--- config.mk ---
export PLATFORM = sky130hd
export DESIGN_NAME = context_buffer_scheduler
export DESIGN_NICKNAME = d
export VERILOG_FILES = /design/src/design/cbs_pkg.sv /design/src/design/cbs_ctx_mem.sv /design/src/design/context_buffer_scheduler.sv
export SDC_FILE = /design/constraint.sdc
export NUM_CORES = 2
export LEC_CHECK = 0
export BUFFER_PORTS_ARGS = -buffer_cell sky130_fd_sc_hd__clkbuf_2
export CORE_MARGIN = 4
export CORE_UTILIZATION = 55
export CTS_CLUSTER_SIZE = 30
export DETAILED_ROUTE_END_ITERATION = 10
export GPL_TIMING_DRIVEN = 0
export PLACE_DENSITY = 0.72
export SYNTH_ARGS = -nofsm -noshare
export SYNTH_HDL_FRONTEND = slang
export SYNTH_HIERARCHICAL = 1
export SYNTH_SLANG_ARGS = --single-unit
--- constraint.sdc ---
create_clock -name i_clk -period 8.85 [get_ports i_clk]
set_clock_uncertainty 0.2 [all_clocks]
set_input_delay 0 -clock i_clk [delete_from_list [all_inputs] [get_ports i_clk]]
set_output_delay 0 -clock i_clk [all_outputs]
set_load 0.005 [all_outputs]
--- src/design/cbs_pkg.sv ---
package cbs_pkg;

    localparam int DEPTH_DEF = 8;
    localparam int ID_W      = 16;
    localparam int TIME_W    = 48;
    localparam int CMD_W     = 2;
    localparam int STAT_W    = 2;
    localparam int DATA_W    = 64;
    localparam int PADDR_W   = 4;

    localparam logic [TIME_W-1:0] LIMIT_RST = TIME_W'(1000000);

    localparam logic [CMD_W-1:0] CMD_ADD    = 2'd0;
    localparam logic [CMD_W-1:0] CMD_SELECT = 2'd1;
    localparam logic [CMD_W-1:0] CMD_REMOVE = 2'd2;

    localparam logic [STAT_W-1:0] ST_OK        = 2'd0;
    localparam logic [STAT_W-1:0] ST_NOT_FOUND = 2'd1;
    localparam logic [STAT_W-1:0] ST_FULL      = 2'd2;
    localparam logic [STAT_W-1:0] ST_EMPTY     = 2'd3;

    // One parked context as kept in the table memory.
    typedef struct packed {
        logic [ID_W-1:0]   id;
        logic [TIME_W-1:0] evict;
        logic [TIME_W-1:0] idle;
    } t_entry;

    // Control from the sequencer to the table memory.
    typedef struct packed {
        logic rd_en;
        logic wr_en;
        logic stamp;
    } t_mem_ctl;

    function automatic logic [TIME_W-1:0] sat_add(input logic [TIME_W-1:0] a,
                                                  input logic [TIME_W-1:0] b);
        logic [TIME_W:0] sum;
        sum = {1'b0, a} + {1'b0, b};
        return sum[TIME_W] ? {TIME_W{1'b1}} : sum[TIME_W-1:0];
    endfunction

endpackage

--- src/design/cbs_ctx_mem.sv ---
module cbs_ctx_mem #(
    parameter int DEPTH = cbs_pkg::DEPTH_DEF
) (
    input  logic                          i_clk,
    input  cbs_pkg::t_mem_ctl             i_ctl,
    input  logic [$clog2(DEPTH)-1:0]      i_rd_addr,
    input  logic [$clog2(DEPTH)-1:0]      i_wr_addr,
    input  logic [cbs_pkg::ID_W-1:0]      i_id,
    input  logic [cbs_pkg::TIME_W-1:0]    i_now,
    input  logic [cbs_pkg::TIME_W-1:0]    i_dt,
    output cbs_pkg::t_entry               o_rdata
);

    cbs_pkg::t_entry r_mem [DEPTH];
    cbs_pkg::t_entry r_rdata;
    cbs_pkg::t_entry n_wdata;

    // A write always follows the read of the same entry in the cycle before it,
    // so the aged value is built from the registered read data.
    always_comb begin
        if (i_ctl.stamp) begin
            n_wdata.id    = i_id;
            n_wdata.evict = i_now;
            n_wdata.idle  = '0;
        end else begin
            n_wdata.id    = r_rdata.id;
            n_wdata.evict = r_rdata.evict;
            n_wdata.idle  = cbs_pkg::sat_add(r_rdata.idle, i_dt);
        end
    end

    always_ff @(posedge i_clk) begin
        if (i_ctl.wr_en) begin
            r_mem[i_wr_addr] <= n_wdata;
        end
        if (i_ctl.rd_en) begin
            r_rdata <= r_mem[i_rd_addr];
        end
    end

    assign o_rdata = r_rdata;

endmodule

--- src/design/context_buffer_scheduler.sv ---
// Channel   Signals                                   Direction  Handshake
// request   i_cmd, i_ctx_id, i_now                    in         start & !busy
// result    o_slot, o_chosen_id, o_status,
//           o_starving, o_can_map                     out        o_valid, one cycle
// config    psel, penable, pwrite, paddr, pwdata,
//           prdata, pready                            in/out     APB, pready tied high
//
// A select, a remove or an add sweeps the table memory once at one entry per
// cycle over its A allocated entries, where A is the number of allocated table
// entries. An add that is not refused as full then sweeps it a second time for
// the read-modify-write that ages the other entries and stamps the target
// entry. An unknown command skips the sweep.
// Reset (synchronous, active low) clears valid bits and counters; the memory
// needs no clearing pass. The receiver cannot stall: each result is shown
// for exactly one cycle, as busy falls or, for an unknown command, while idle.
module context_buffer_scheduler #(
    parameter int DEPTH = cbs_pkg::DEPTH_DEF
) (
    input  logic                             i_clk,
    input  logic                             i_rst_n,
    input  logic                             start,
    output logic                             busy,
    input  logic [cbs_pkg::CMD_W-1:0]        i_cmd,
    input  logic [cbs_pkg::ID_W-1:0]         i_ctx_id,
    input  logic [cbs_pkg::TIME_W-1:0]       i_now,
    output logic                             o_valid,
    output logic [$clog2(DEPTH)-1:0]         o_slot,
    output logic [cbs_pkg::ID_W-1:0]         o_chosen_id,
    output logic [cbs_pkg::STAT_W-1:0]       o_status,
    output logic                             o_starving,
    output logic                             o_can_map,
    input  logic                             psel,
    input  logic                             penable,
    input  logic                             pwrite,
    input  logic [cbs_pkg::PADDR_W-1:0]      paddr,
    input  logic [cbs_pkg::DATA_W-1:0]       pwdata,
    output logic [cbs_pkg::DATA_W-1:0]       prdata,
    output logic                             pready
);

    localparam int IDX_W = $clog2(DEPTH);
    localparam int CNT_W = $clog2(DEPTH + 1);

    typedef enum logic [1:0] {
        S_IDLE,
        S_SCAN,
        S_AGE
    } t_state;

    t_state                        r_state;
    logic [cbs_pkg::CMD_W-1:0]     r_cmd;
    logic [cbs_pkg::ID_W-1:0]      r_id;
    logic [cbs_pkg::TIME_W-1:0]    r_now;
    logic [cbs_pkg::TIME_W-1:0]    r_limit;
    logic [DEPTH-1:0]              r_valid;
    logic [CNT_W-1:0]              r_alloc;
    logic [IDX_W-1:0]              r_cur;
    logic [cbs_pkg::TIME_W-1:0]    r_last;
    logic [cbs_pkg::TIME_W-1:0]    r_dt;
    logic [IDX_W-1:0]              r_target;

    // Sweep bookkeeping: reads are issued in order and land in the next cycle.
    logic [IDX_W-1:0]              r_rd_idx;
    logic [CNT_W-1:0]              r_issued;
    logic                          r_pend;
    logic [IDX_W-1:0]              r_pend_idx;

    // Search results gathered during a sweep.
    logic                          r_hit;
    logic [IDX_W-1:0]              r_hit_idx;
    logic                          r_free;
    logic [IDX_W-1:0]              r_free_idx;
    logic                          r_starv;
    logic [IDX_W-1:0]              r_starv_idx;
    logic [cbs_pkg::ID_W-1:0]      r_starv_id;
    logic                          r_best;
    logic [IDX_W-1:0]              r_best_idx;
    logic [cbs_pkg::TIME_W-1:0]    r_best_evict;
    logic [cbs_pkg::ID_W-1:0]      r_best_id;
    logic [cbs_pkg::ID_W-1:0]      r_cur_id;

    logic                          r_o_valid;
    logic [IDX_W-1:0]              r_o_slot;
    logic [cbs_pkg::ID_W-1:0]      r_o_chosen_id;
    logic [cbs_pkg::STAT_W-1:0]    r_o_status;
    logic                          r_o_starving;
    logic                          r_o_can_map;

    logic                          n_issue;
    logic                          n_sweep_end;
    logic [IDX_W-1:0]              n_rd_idx;
    logic [IDX_W-1:0]              n_sel_start;
    logic                          n_cfg_wr;
    cbs_pkg::t_mem_ctl             n_mem_ctl;
    cbs_pkg::t_entry               w_rdata;

    // The next index wraps at the number of allocated entries, which gives the
    // select sweep its order starting just after the current slot.
    always_comb begin
        n_issue     = (r_state != S_IDLE) && (r_issued != r_alloc);
        n_sweep_end = (r_state != S_IDLE) && !n_issue && !r_pend;
        n_rd_idx    = (CNT_W'(r_rd_idx) + CNT_W'(1) == r_alloc) ? '0 : r_rd_idx + IDX_W'(1);
        n_sel_start = (CNT_W'(r_cur) + CNT_W'(1) == r_alloc) ? '0 : r_cur + IDX_W'(1);
        n_cfg_wr    = psel && penable && pwrite && !paddr[3];
        n_mem_ctl.rd_en = n_issue;
        n_mem_ctl.wr_en = (r_state == S_AGE) && r_pend;
        n_mem_ctl.stamp = (r_pend_idx == r_target);
    end

    cbs_ctx_mem #(
        .DEPTH (DEPTH)
    ) u_mem (
        .i_clk     (i_clk),
        .i_ctl     (n_mem_ctl),
        .i_rd_addr (r_rd_idx),
        .i_wr_addr (r_pend_idx),
        .i_id      (r_id),
        .i_now     (r_now),
        .i_dt      (r_dt),
        .o_rdata   (w_rdata)
    );

    always_ff @(posedge i_clk) begin
        if (!i_rst_n) begin
            r_state     <= S_IDLE;
            r_limit     <= cbs_pkg::LIMIT_RST;
            r_valid     <= '0;
            r_alloc     <= '0;
            r_cur       <= '0;
            r_last      <= '0;
            r_issued    <= '0;
            r_pend      <= 1'b0;
            r_hit       <= 1'b0;
            r_free      <= 1'b0;
            r_starv     <= 1'b0;
            r_best      <= 1'b0;
            r_o_valid   <= 1'b0;
        end else begin
            r_o_valid <= 1'b0;

            if (n_cfg_wr) begin
                r_limit <= pwdata[cbs_pkg::TIME_W-1:0];
            end

            if (n_issue) begin
                r_rd_idx <= n_rd_idx;
                r_issued <= r_issued + CNT_W'(1);
            end
            r_pend     <= n_issue;
            r_pend_idx <= r_rd_idx;

            unique case (r_state)
                S_IDLE: begin
                    if (start) begin
                        r_cmd    <= i_cmd;
                        r_id     <= i_ctx_id;
                        r_now    <= i_now;
                        r_issued <= '0;
                        r_pend   <= 1'b0;
                        r_hit    <= 1'b0;
                        r_free   <= 1'b0;
                        r_starv  <= 1'b0;
                        r_best   <= 1'b0;
                        r_rd_idx <= (i_cmd == cbs_pkg::CMD_SELECT) ? n_sel_start : '0;
                        if (i_cmd == cbs_pkg::CMD_ADD || i_cmd == cbs_pkg::CMD_SELECT ||
                            i_cmd == cbs_pkg::CMD_REMOVE) begin
                            r_state <= S_SCAN;
                        end else begin
                            // An unknown command changes nothing.
                            r_o_valid     <= 1'b1;
                            r_o_slot      <= '0;
                            r_o_chosen_id <= '0;
                            r_o_status    <= cbs_pkg::ST_OK;
                            r_o_starving  <= 1'b0;
                            r_o_can_map   <= ~&r_valid;
                        end
                    end
                end

                S_SCAN: begin
                    if (r_pend) begin
                        if (r_cmd == cbs_pkg::CMD_SELECT) begin
                            // The lowest starving entry wins over everything.
                            if (r_valid[r_pend_idx] && w_rdata.idle >= r_limit &&
                                (!r_starv || r_pend_idx < r_starv_idx)) begin
                                r_starv     <= 1'b1;
                                r_starv_idx <= r_pend_idx;
                                r_starv_id  <= w_rdata.id;
                            end
                            // Strictly greater eviction time, so ties go to the
                            // entry met first in sweep order.
                            if (r_pend_idx != r_cur && r_valid[r_pend_idx] &&
                                (!r_best || w_rdata.evict > r_best_evict)) begin
                                r_best       <= 1'b1;
                                r_best_idx   <= r_pend_idx;
                                r_best_evict <= w_rdata.evict;
                                r_best_id    <= w_rdata.id;
                            end
                            if (r_pend_idx == r_cur) begin
                                r_cur_id <= w_rdata.id;
                            end
                        end else begin
                            if (!r_hit && w_rdata.id == r_id) begin
                                r_hit     <= 1'b1;
                                r_hit_idx <= r_pend_idx;
                            end
                            if (!r_free && !r_valid[r_pend_idx]) begin
                                r_free     <= 1'b1;
                                r_free_idx <= r_pend_idx;
                            end
                        end
                    end

                    if (n_sweep_end) begin
                        r_o_chosen_id <= '0;
                        r_o_starving  <= 1'b0;
                        r_o_slot      <= '0;
                        r_o_status    <= cbs_pkg::ST_OK;
                        r_o_can_map   <= ~&r_valid;
                        r_state       <= S_IDLE;
                        r_o_valid     <= 1'b1;

                        priority case (r_cmd)
                            cbs_pkg::CMD_SELECT: begin
                                if (r_starv || r_best || r_valid[r_cur]) begin
                                    r_o_can_map <= 1'b1;
                                    priority if (r_starv) begin
                                        r_o_starving          <= 1'b1;
                                        r_o_slot              <= r_starv_idx;
                                        r_o_chosen_id         <= r_starv_id;
                                        r_cur                 <= r_starv_idx;
                                        r_valid[r_starv_idx]  <= 1'b0;
                                    end else if (r_best) begin
                                        r_o_slot              <= r_best_idx;
                                        r_o_chosen_id         <= r_best_id;
                                        r_cur                 <= r_best_idx;
                                        r_valid[r_best_idx]   <= 1'b0;
                                    end else begin
                                        // Only the current slot is still parked.
                                        r_o_slot              <= r_cur;
                                        r_o_chosen_id         <= r_cur_id;
                                        r_valid[r_cur]        <= 1'b0;
                                    end
                                end else begin
                                    r_o_status <= cbs_pkg::ST_EMPTY;
                                end
                            end

                            cbs_pkg::CMD_REMOVE: begin
                                if (r_hit) begin
                                    r_o_slot <= r_hit_idx;
                                    if (r_valid[r_hit_idx]) begin
                                        r_valid[r_hit_idx] <= 1'b0;
                                        r_o_can_map        <= 1'b1;
                                    end
                                end else begin
                                    r_o_status <= cbs_pkg::ST_NOT_FOUND;
                                end
                            end

                            default: begin
                                // Add: a matching id wins, then the first free
                                // entry, then a fresh entry at the end.
                                if (!r_hit && !r_free && r_alloc == CNT_W'(DEPTH)) begin
                                    r_o_status <= cbs_pkg::ST_FULL;
                                end else begin
                                    r_o_valid <= 1'b0;
                                    r_state   <= S_AGE;
                                    priority if (r_hit) begin
                                        r_target           <= r_hit_idx;
                                        r_valid[r_hit_idx] <= 1'b1;
                                    end else if (r_free) begin
                                        r_target            <= r_free_idx;
                                        r_valid[r_free_idx] <= 1'b1;
                                    end else begin
                                        r_target                  <= IDX_W'(r_alloc);
                                        r_valid[IDX_W'(r_alloc)]  <= 1'b1;
                                        r_alloc                   <= r_alloc + CNT_W'(1);
                                    end
                                    r_dt     <= (r_now >= r_last) ? r_now - r_last : '0;
                                    r_last   <= r_now;
                                    r_issued <= '0;
                                    r_rd_idx <= '0;
                                    r_pend   <= 1'b0;
                                end
                            end
                        endcase
                    end
                end

                S_AGE: begin
                    // The memory writes each swept entry back in the cycle after
                    // its read: aged, or stamped for the target.
                    if (n_sweep_end) begin
                        r_state       <= S_IDLE;
                        r_o_valid     <= 1'b1;
                        r_o_slot      <= r_target;
                        r_o_chosen_id <= '0;
                        r_o_status    <= cbs_pkg::ST_OK;
                        r_o_starving  <= 1'b0;
                        r_o_can_map   <= ~&r_valid;
                    end
                end

                default: begin
                    r_state <= S_IDLE;
                end
            endcase
        end
    end

    assign busy        = (r_state != S_IDLE);
    assign o_valid     = r_o_valid;
    assign o_slot      = r_o_slot;
    assign o_chosen_id = r_o_chosen_id;
    assign o_status    = r_o_status;
    assign o_starving  = r_o_starving;
    assign o_can_map   = r_o_can_map;
    assign pready      = 1'b1;
    assign prdata      = paddr[3] ? '0
                                  : {{(cbs_pkg::DATA_W - cbs_pkg::TIME_W){1'b0}}, r_limit};

endmodule
==> key figures <==
Run status
  • Outcome: completed

GRT
  • Largest net degree at the start of global routing: 41
  • Met3 GRT Util: 4.87%
  • Antenna violations before repair: 8
  • Grt ovf: 0
  • First-pass GRT wire length: 243000 µm
  • GRT Util Overall: 28.0%
  • Most Crowded Layer GR: met2
  • Met2 GRT Util: 46.8%
  • GR Util met1: 37.5%
  • Vias in the first global route: 38736

Setup path
  • Flop2flop setup slack: 3.57 ns
  • CP Cell Sequence: ha_1 > nand4_1 > nor4_1 > nand4_1 > nor2_1 > o2111ai_1 > o211ai_1 > o311a_1
  • Max FO, Critical Path: 19
  • CP peak stage delay: 0.94 ns
  • Required time worst endpoint: 9.03 ns
  • Crit Path Category: reg -> reg
  • Most used cell, CP: nand4_1
  • CP startpoint kind: register
  • Crit path buffers/inverters: 0
  • WP data arrival: 5.46 ns
  • Delay-heaviest family, CP: compound AO/OA/AOI/OAI gates
  • Highest-delay cell along the critical path: o311a_1
  • CP Capture Type: register

Detailed routing
  • Initial drt markers: 3800
  • Via count: 38190
  • WL final: 164000 µm
  • Post-route ant nets: 0
  • DRC violations left: 0
  • DRT Pass-1 Iters: 5
  • DR vias/cell: 6.00
  • WL/cell: 25.7 µm

Synthesis
  • Number of enable flip-flop cells after synthesis: 1262
  • Post-Synth Simple-Gate Area: 6.13%
  • Cell taking the most area after synthesis: edfxtp_1
  • Area contributors post-synth: edfxtp_1, mux4_2, ha_1
  • Synth Area in Adders: 4.25%
  • Yosys warning total: 6
  • Syn Inst Count: 4062
  • Register area share after synthesis: 65.8%
  • Main combinational cell family by area after synthesis: multiplexers
  • XOR/XNOR Fraction of Synth Area: 1.66%
  • Synth Area in Compound Gates: 7.36%
  • Avg Inst Size Synth: 15.1 µm²
  • Yosys cell types: 90
  • Post-Syn Area: 0.0614 mm²
  • Top FF cell, synth: edfxtp_1
  • Mux cell area share after synthesis: 12.1%
  • Async SR Flop Fraction: 0%
  • Synth Register Bits: 1385
  • Share of the synthesized area in the top cell type: 61.8%

STA
  • Least-Margin Pin Slew: 1.44 ns
  • Final Critical Period: 5.28 ns
  • RSZ-0062 raised after global routing: false
  • Final Hold Viols: 0
  • Slew HR: 4.15%
  • Max Slew Vio Count: 0
  • Final Setup Violations: 0
  • Max Freq: 189 MHz
  • Final critical-path share of the clock period: 59.7%

Power and ir drop
  • Leakage: 25.1 nW
  • Logic pwr share: 19.5%
  • Seq pwr share: 46.0%
  • Internal Power: 0.0125 W
  • Pwr dens: 234 mW/mm²
  • Net Sw Frac: 27.0%
  • Clock power share: 34.5%
  • NetSw: 0.00463 W
  • Peak supply drop: 189 µV

Clock network
  • Clk root buf: clkbuf_16
  • Clock sinks: 1385
  • Post_cts resized: 0
  • Clock Pin Slew Worst Setup and Hold Paths: 0.06 ns
  • Clock tree from TritonCTS: done
  • Clock Path Buffers: 3
  • Setup bufs post-CTS: 0
  • H-tree depth: 4
  • CTS Hold Bufs: 289
  • Clk_lat worst skew: 0.77 ns
  • CTS Buf Count: 142

Place
  • Port Buffers: 193
  • Placement-stage cell area: 0.0657 mm²
  • HPWL Detailed: 108000 µm
  • Dpl cells: 5819
  • Final GP Congestion: 0.920

Final layout
  • Filler cell count: 7458
  • Commonest non-fill, non-tap cells in the layout: edfxtp_1, nand2_1, dlygate4sd3_1
  • Commonest non-fill, non-tap cell in the layout: edfxtp_1
  • Fraction of layout cells with a size suffix above 1: 19.5%
  • Fin cells: 6366
  • Net count, final: 5111
  • Post-route cell area: 0.0733 mm²
  • Area Growth Syn to Fin: 19.4%

Die
  • Initial Util: 55.4%
  • Die Height: 342 µm
  • Die W: 342 µm
  • Die area: 0.117 mm²
  • # IOs: 230
  • Core Rows: 122
  • Core Box Area: 0.111 mm²

Hold path
  • Hold Path Class: in -> reg

Flow run
  • Max-cap violations: 0
[power by group through the flow]
stage          registers, W  logic [W]  clock network [W]
2_1_floorplan       0.00791    0.00229                  0
6_report            0.00788    0.00334            0.00592
3_5_place_dp        0.00801    0.00322                  0
5_1_grt             0.00789    0.00362            0.00629
4_1_cts             0.00788    0.00333            0.00601
3_3_place_gp        0.00804    0.00313                  0
[flip-flops by register name (all words and copies together) (netlist names), 8 cells and up]
| name | flops |
|---|---|
| u_mem/r_mem | 896 |
| u_mem/o_rdata | 112 |
| r_best_evict | 48 |
| r_dt | 48 |
| r_last | 48 |
| r_limit | 48 |
| r_now | 48 |
| o_chosen_id | 16 |
| r_best_id | 16 |
| r_cur_id | 16 |
| r_id | 16 |
| r_starv_id | 16 |
| r_valid | 8 |
[synthesized netlist by cell type (all sizes together), types with 31 or more instances]
cell / number
edfxtp: 1262
nand2: 318
mux4: 228
nor2: 226
a21oi: 225
ha: 205
inv: 192
mux2: 181
clkbuf: 152
dfxtp: 123
o21ai: 104
a21boi: 92
a21o: 84
xor2: 60
buf: 57
xnor2: 56
nand4: 48
nand3: 38
nor3: 37
nor2b: 31
[stage by stage]
step / power (W) / setup TNS, ns / setup slack [ns] / util (%) / hold slack [ns]
2_1_floorplan: 0.0102 / 0 / 2.49 / - / -0.101
3_3_place_gp: 0.0112 / -2963.94 / -3.62 / 58.1 / -0.0234
3_5_place_dp: 0.0112 / 0 / 3.62 / 59.4 / -0.0214
4_1_cts: 0.0172 / 0 / 3.61 / 66.2 / 0.00325
5_1_grt: 0.0178 / 0 / 3.53 / 66.2 / 0.123
6_report: 0.0171 / 0 / 3.57 / 66.2 / 0.113
[worst reg2reg max path: stages, from the launching register on]
cell and delay, ns:
edfxtp_1 0.46, ha_1 0.46, nand4_1 0.15, nor4_1 0.87, nand4_1 0.38, nor2_1 0.31
o2111ai_1 0.32, o211ai_1 0.81, o311a_1 0.95
[final cells by class]
type / instances / area, µm² / area share (%)
sequential: 1385 / 40400 / 55.1
multi-input combinational: 2290 / 19500 / 26.6
timing repair buffer: 543 / 5260 / 7.17
clock buffer: 170 / 3690 / 5.03
tap: 1488 / 1860 / 2.54
clock inverter: 86 / 951 / 1.30
buffer: 209 / 928 / 1.27
inverter: 193 / 724 / 0.989
antenna: 2 / 5.00 / 0.00683
[cell families (layout without fill, tap and decap cells)]
kind of cell,count (synthesis),in the layout
multiplexers,437,437
AND/OR/NAND/NOR,816,816
XOR/XNOR,116,116
adder cells (fa/ha/maj),207,207
AO/OA/AOI/OAI,697,697
buffers and inverters,402,1201
flip-flops,1385,1385
other,2,19
[path summary, 6_finish.rpt]
check / to / cells after the start / start
max reg2reg: r_starv_id[8] / 8 / u_mem/o_rdata[47]
min: r_state[0] / 5 / start
min reg2reg: r_last[25] / 2 / r_last[25]
max: r_starv_id[8] / 8 / u_mem/o_rdata[47]
[routing by layer]
layer / part of all wire, % / routed length, µm
met1: 40 / 65700
met2: 49 / 79700
met3: 7.5 / 12200
met4: 3.6 / 5860
met5: 0.025 / 41
(Power assumes the default switching activity.)
